===== src/hw/rtl/ptt_pkg.sv =====
// Shared types and constants for the priority task table.
package ptt_pkg;

    localparam int TABLE_ENTRIES = 64;
    localparam int IDX_W = $clog2(TABLE_ENTRIES);
    localparam int ID_W = 20;
    localparam int PRI_W = 30;

    typedef enum logic [1:0] {
        OP_ADD    = 2'd0,
        OP_EDIT   = 2'd1,
        OP_REMOVE = 2'd2,
        OP_EXEC   = 2'd3
    } op_t;

    typedef enum logic [1:0] {
        ST_OK        = 2'd0,
        ST_FULL      = 2'd1,
        ST_NOT_FOUND = 2'd2,
        ST_EMPTY     = 2'd3
    } status_t;

    typedef enum logic [1:0] {
        AP_NONE  = 2'd0,
        AP_WRITE = 2'd1,
        AP_PRI   = 2'd2,
        AP_CLEAR = 2'd3
    } apply_kind_t;

    // Search results gathered as an item walks down the chain.
    typedef struct packed {
        logic             hit;
        logic [IDX_W-1:0] hit_idx;
        logic             free;
        logic [IDX_W-1:0] free_idx;
        logic             best;
        logic [IDX_W-1:0] best_idx;
        logic [PRI_W-1:0] best_pri;
        logic [ID_W-1:0]  best_task;
        logic [ID_W-1:0]  best_user;
    } token_t;

    // Entry update broadcast to every cell once the search is complete.
    typedef struct packed {
        apply_kind_t      kind;
        logic [IDX_W-1:0] idx;
        logic [ID_W-1:0]  task_id;
        logic [ID_W-1:0]  user_id;
        logic [PRI_W-1:0] pri;
    } apply_t;

endpackage


===== src/hw/rtl/ptt_cell.sv =====
// One table entry plus the search stage that passes the token to the next cell.
module ptt_cell (
    input  logic                       clk,
    input  logic                       rst_n,
    input  logic [ptt_pkg::IDX_W-1:0]  cell_idx,
    input  logic [ptt_pkg::ID_W-1:0]   key,
    input  logic                       live_in,
    input  ptt_pkg::token_t            tok_in,
    input  ptt_pkg::apply_t            apply,
    output logic                       live_out,
    output ptt_pkg::token_t            tok_out
);

    logic                       valid_reg, valid_next;
    logic [ptt_pkg::ID_W-1:0]   task_reg, task_next;
    logic [ptt_pkg::ID_W-1:0]   user_reg, user_next;
    logic [ptt_pkg::PRI_W-1:0]  pri_reg, pri_next;
    logic                       live_reg;
    ptt_pkg::token_t            tok_reg, tok_next;
    logic                       sel;

    assign sel = (apply.kind != ptt_pkg::AP_NONE) && (apply.idx == cell_idx);

    always_comb
    begin
        valid_next = valid_reg;
        task_next  = task_reg;
        user_next  = user_reg;
        pri_next   = pri_reg;
        if (sel)
        begin
            unique case (apply.kind)
                ptt_pkg::AP_WRITE:
                begin
                    valid_next = 1'b1;
                    task_next  = apply.task_id;
                    user_next  = apply.user_id;
                    pri_next   = apply.pri;
                end
                ptt_pkg::AP_PRI:
                begin
                    pri_next = apply.pri;
                end
                ptt_pkg::AP_CLEAR:
                begin
                    valid_next = 1'b0;
                end
                default:
                begin
                    valid_next = valid_reg;
                end
            endcase
        end
    end

    always_comb
    begin
        tok_next = tok_in;
        if (valid_reg && (task_reg == key) && !tok_in.hit)
        begin
            tok_next.hit     = 1'b1;
            tok_next.hit_idx = cell_idx;
        end
        // The first free entry seen is the lowest-numbered one.
        if (!valid_reg && !tok_in.free)
        begin
            tok_next.free     = 1'b1;
            tok_next.free_idx = cell_idx;
        end
        if (valid_reg && (!tok_in.best || (pri_reg > tok_in.best_pri) ||
            ((pri_reg == tok_in.best_pri) && (task_reg > tok_in.best_task))))
        begin
            tok_next.best      = 1'b1;
            tok_next.best_idx  = cell_idx;
            tok_next.best_pri  = pri_reg;
            tok_next.best_task = task_reg;
            tok_next.best_user = user_reg;
        end
    end

    always_ff @(posedge clk or negedge rst_n)
    begin
        if (!rst_n)
        begin
            valid_reg <= 1'b0;
            live_reg  <= 1'b0;
        end
        else
        begin
            valid_reg <= valid_next;
            live_reg  <= live_in;
        end
    end

    always_ff @(posedge clk)
    begin
        task_reg <= task_next;
        user_reg <= user_next;
        pri_reg  <= pri_next;
        tok_reg  <= tok_next;
    end

    assign live_out = live_reg;
    assign tok_out  = tok_reg;

endmodule


===== config.mk =====
export PLATFORM = sky130hd
export DESIGN_NAME = ptt_cell
export DESIGN_NICKNAME = d
export VERILOG_FILES = /design/src/hw/rtl/ptt_pkg.sv /design/src/hw/rtl/ptt_cell.sv
export SDC_FILE = /design/constraint.sdc
export NUM_CORES = 1
export LEC_CHECK = 0
export BUFFER_PORTS_ARGS = -buffer_cell sky130_fd_sc_hd__buf_2
export CAP_MARGIN = 0
export CORE_MARGIN = 3
export CORE_UTILIZATION = 31
export DETAILED_ROUTE_END_ITERATION = 16
export GPL_ROUTABILITY_DRIVEN = 0
export SYNTH_ARGS = -nofsm -noshare
export SYNTH_HDL_FRONTEND = slang
export SYNTH_SLANG_ARGS = --single-unit

===== constraint.sdc =====
create_clock -name clk -period 5.49 [get_ports clk]
set_input_delay 0.549 -clock clk [delete_from_list [all_inputs] [get_ports clk]]
set_output_delay 0.549 -clock clk [all_outputs]
set_load 0.02 [all_outputs]

==> metrics.md <==
| Metric | Value |
|---|---|
| Status | finished, final reports clean |
| Count of boundary I/O pins | 290 |
| CTS tree | done |
| Starting Density | between 30% and 40% |
| NumNets Final | about 1000 |
| Avg Synthesized Cell Area | 13.8 µm² |
| HP Start | live_in |
| First-pass GRT wire length | about 27000 µm |
| Vias in the first global route | around 5000 |
| Yosys warnings | 0 |
| Layout filler cell count | roughly 2100 |
| Int Power | 2.20 mW |
| WP data arrival | roughly 3.5 ns |
| Max Clk Rate | between 300 and 400 MHz |
| Gate Count Post-Synth | approximately 500 |
| Proportion of synthesized area in mux cells | approximately 15% |
| Switching pwr | 842 µW |
| Layout cells sized above 1 | a little under half |
| Core area | 0.0212 mm² |
| Flops & latches, synth | about 160 |
| TritonRoute pass-1 iters | 4 |
| Worst R2R Start | task_reg[18] |
| Largest family of logic cells by synthesized area | multiplexers |
| Final Cycle Share | approximately 58% |
| Critical Path RT | a little under 6 ns |
| Worst hold margin | about 0.24 ns |
| Number of synthesized flops with an enable pin | 70 |
| Mapped Area | 0.00671 mm² |
| Cell variety after synth | 36 |
| Comb pwr share | approximately 15% |
| Cell Chain, Critical Path | ha_1 -> nand4_1 -> nor4_2 -> a221oi_1 -> a311o_1 -> a31oi_4 -> buf_4 -> mux2_2 |
| Skew final | 0.0165 ns |
| Routed WL per cell | around 16 µm |
| Die Area | roughly 0.023 mm² |
| RSZ-0062 raised after global routing | false |
| Max H-tree Level | 4 |
| Die extent in x | between 150 and 200 µm |
| Worst Path Max Fanout | 47 |
| Worst hold path class | in -> reg |
| Max FFs per register | 91 |
| DR vias/cell | about 4.4 |
| Worst path max stage delay | 0.56 ns |
| Initial antenna violation count | 3 |
| Post-Synthesis Net Count | approximately 740 |
| Post-route DRC | 0 |
| Post-Route Setup TNS | 0 ns |
| Commonest cells after routing, fill and taps aside | buf_2 (289), dfxtp_1 (91), edfxtp_1 (70) |
| Total CTS buffers | 17 |
| P&R area growth vs syn | 35.2% |
| Cell Rows | 53 |
| Vias | 4704 |
| Crit path from | task_reg[18] |
| Clock sink count | about 160 |
| Starting DRC count in detailed routing | about 120 |
| Switch share | between 20% and 30% |
| Final hold viol count | 0 |
| Overall Global Routing Usage | around 15% |
| Static Leak | 4.16 nW |
| Setup violators final | 0 |
| ANT cells | 0 |
| Post-CTS Setup Repair Bufs | 0 |
| Sequential share of power | approximately 45% |
| Total wire length | approximately 18000 µm |
| Clk pin slew, worst setup/hold paths | roughly 0.07 ns |
| Cell taking the most area after synthesis | edfxtp_1 |
| XOR/XNOR share of the synthesized area | 3.39% |
| Min cycle time layout | 3.17 ns |
| Slowest cell on the critical path | buf_4 |
| Largest net degree at the start of global routing | 48 |
| Post-route ant nets | 0 |
| Relative slew slack | between 20% and 30% |
| Top cell type's share of synthesized area | 31.3% |
| Primary FF master, synth | dfxtp_1 |
| Setup Crit Path Kind | reg -> reg |
| Most common cell after layout, fill and taps aside | buf_2 |
| Clk network pwr share | roughly two fifths |
| Adder-Cell Fraction of Synth Area | under 10% |
| Setup crit end kind | flop |
| VDD IR max | 0.217 mV |
| Simple-Gate Fraction of Synth Area | under 10% |
| HPWL after DPL | 13900 µm |
| Final Max Tran Viols | 0 |
| CP startpoint kind | flop |
| Buffers on Ports | ~290 |
| Post-synthesis sequential area ratio | 59.2% |
| Clk Latency, worst-skew pair | around 0.42 ns |
| Ys async rst share | roughly 1.2% |
| Max_cap viols | 0 |
| Worst Tran Pin Value | around 1.1 ns |
| Clk root buf | clkbuf_16 |
| Largest cells by area after synthesis | edfxtp_1 (31%), dfxtp_1 (27%), ha_1 (9.9%) |
| Synth Area in Compound Gates | 4.01% |
| FF+latch area | between 0.003 and 0.004 mm² |
| CTS max path bufs | 2 |
| Multi-input gate area | 0.00245 mm² |
| GRT overflow | 0 |
| PwrDens | roughly 340 mW/mm² |
| Die Y | about 150 µm |
-- Yosys cell counts, types with 3 or more instances --
cell,count
dfxtp_1,91
edfxtp_1,70
inv_1,56
ha_1,53
mux2_2,48
mux2_1,40
a21oi_1,18
xnor2_1,15
nand4_1,12
xor2_1,11
nand2_1,9
nand3_1,7
nor2_1,6
a21o_1,5
buf_6,5
o21ai_0,4
a221oi_1,3
and4_1,3
buf_4,3
nand2b_1,3
-- timing repair --
action,CTS,global route
hold endpoints to repair,2,0
hold buffers,1,0
gates resized for setup,0,0
-- layout make-up --
| type | instances | area share [%] |
|---|---|---|
| Inverter | 56 | 2.32 |
| Sequential cell | 163 | 43.8 |
| Multi-Input combinational cell | 259 | 27.0 |
| Timing Repair Buffer | 293 | 16.3 |
| Clock buffer | 17 | 4.69 |
| Clock inverter | 15 | 2.11 |
| Tap cell | 275 | 3.79 |
-- per-layer routing --
layer | part of all wire (%) | vias to the layer above | GRT usage [%]
met3 | 9.4 | 16 | 6.80
met1 | 40 | 2158 | 17.1
met2 | 49 | 183 | 25.5
met4 | 1.0 | 6 | 3.44
met5 | 0.23 | - | 0
li1 | - | 2341 | -
-- worst max-delay path, delay by kind of cell (launching register included) --
family	cells	cell delay (ns)
AND/OR/NAND/NOR	2	0.57
buffers and inverters	1	0.56
AO/OA/AOI/OAI	3	0.69
adder cells (fa/ha/maj)	1	0.35
multiplexers	1	0.40
flip-flops	1	0.45
-- cell families after synthesis --
logic type,Yosys count
DFF,163
AOI/OAI and AO/OA,40
xor gates and xnor gates,26
buffers and inverters,64
and+or+nand+nor,52
muxes,88
adders and majority gates,53
-- power groups by stage --
stage / clock network, mW / registers (mW) / logic [mW]
floorplan: 0 / 1.50 / 0.171
global placement: 0 / 1.40 / 0.457
detailed placement: 0 / 1.40 / 0.459
CTS: 1.26 / 1.37 / 0.462
global route: 1.31 / 1.38 / 0.495
finish: 1.22 / 1.37 / 0.455
-- per-stage QoR --
step | cell area, µm² | total power [mW] | worst slack (ns) | util, % | std cells
final | 9080 | 3.05 | 2.32 | 42.9 | 1078
after global routing | 9080 | 3.18 | 2.11 | 42.9 | 1078
after CTS | 9080 | 3.09 | 2.26 | 42.9 | 1078
after detailed placement | 8450 | 1.86 | 2.03 | 39.9 | 1045
after global placement | 8450 | 1.85 | 2.09 | 39.9 | 1045
after floorplan | 6710 | 1.67 | 2.53 | - | 486
-- final timing paths --
path	end	slack, ns	cells after the start
worst max-delay path	tok_out[75]	2.32	8
worst min-delay path	live_out	0.24	1
worst max register to register	tok_out[75]	2.32	8
worst min register to register	tok_out[6]	0.47	1
max in group asynchronous	valid_reg	4.91	2
min in group asynchronous	live_out	0.47	2
(Power assumes the default switching activity.)
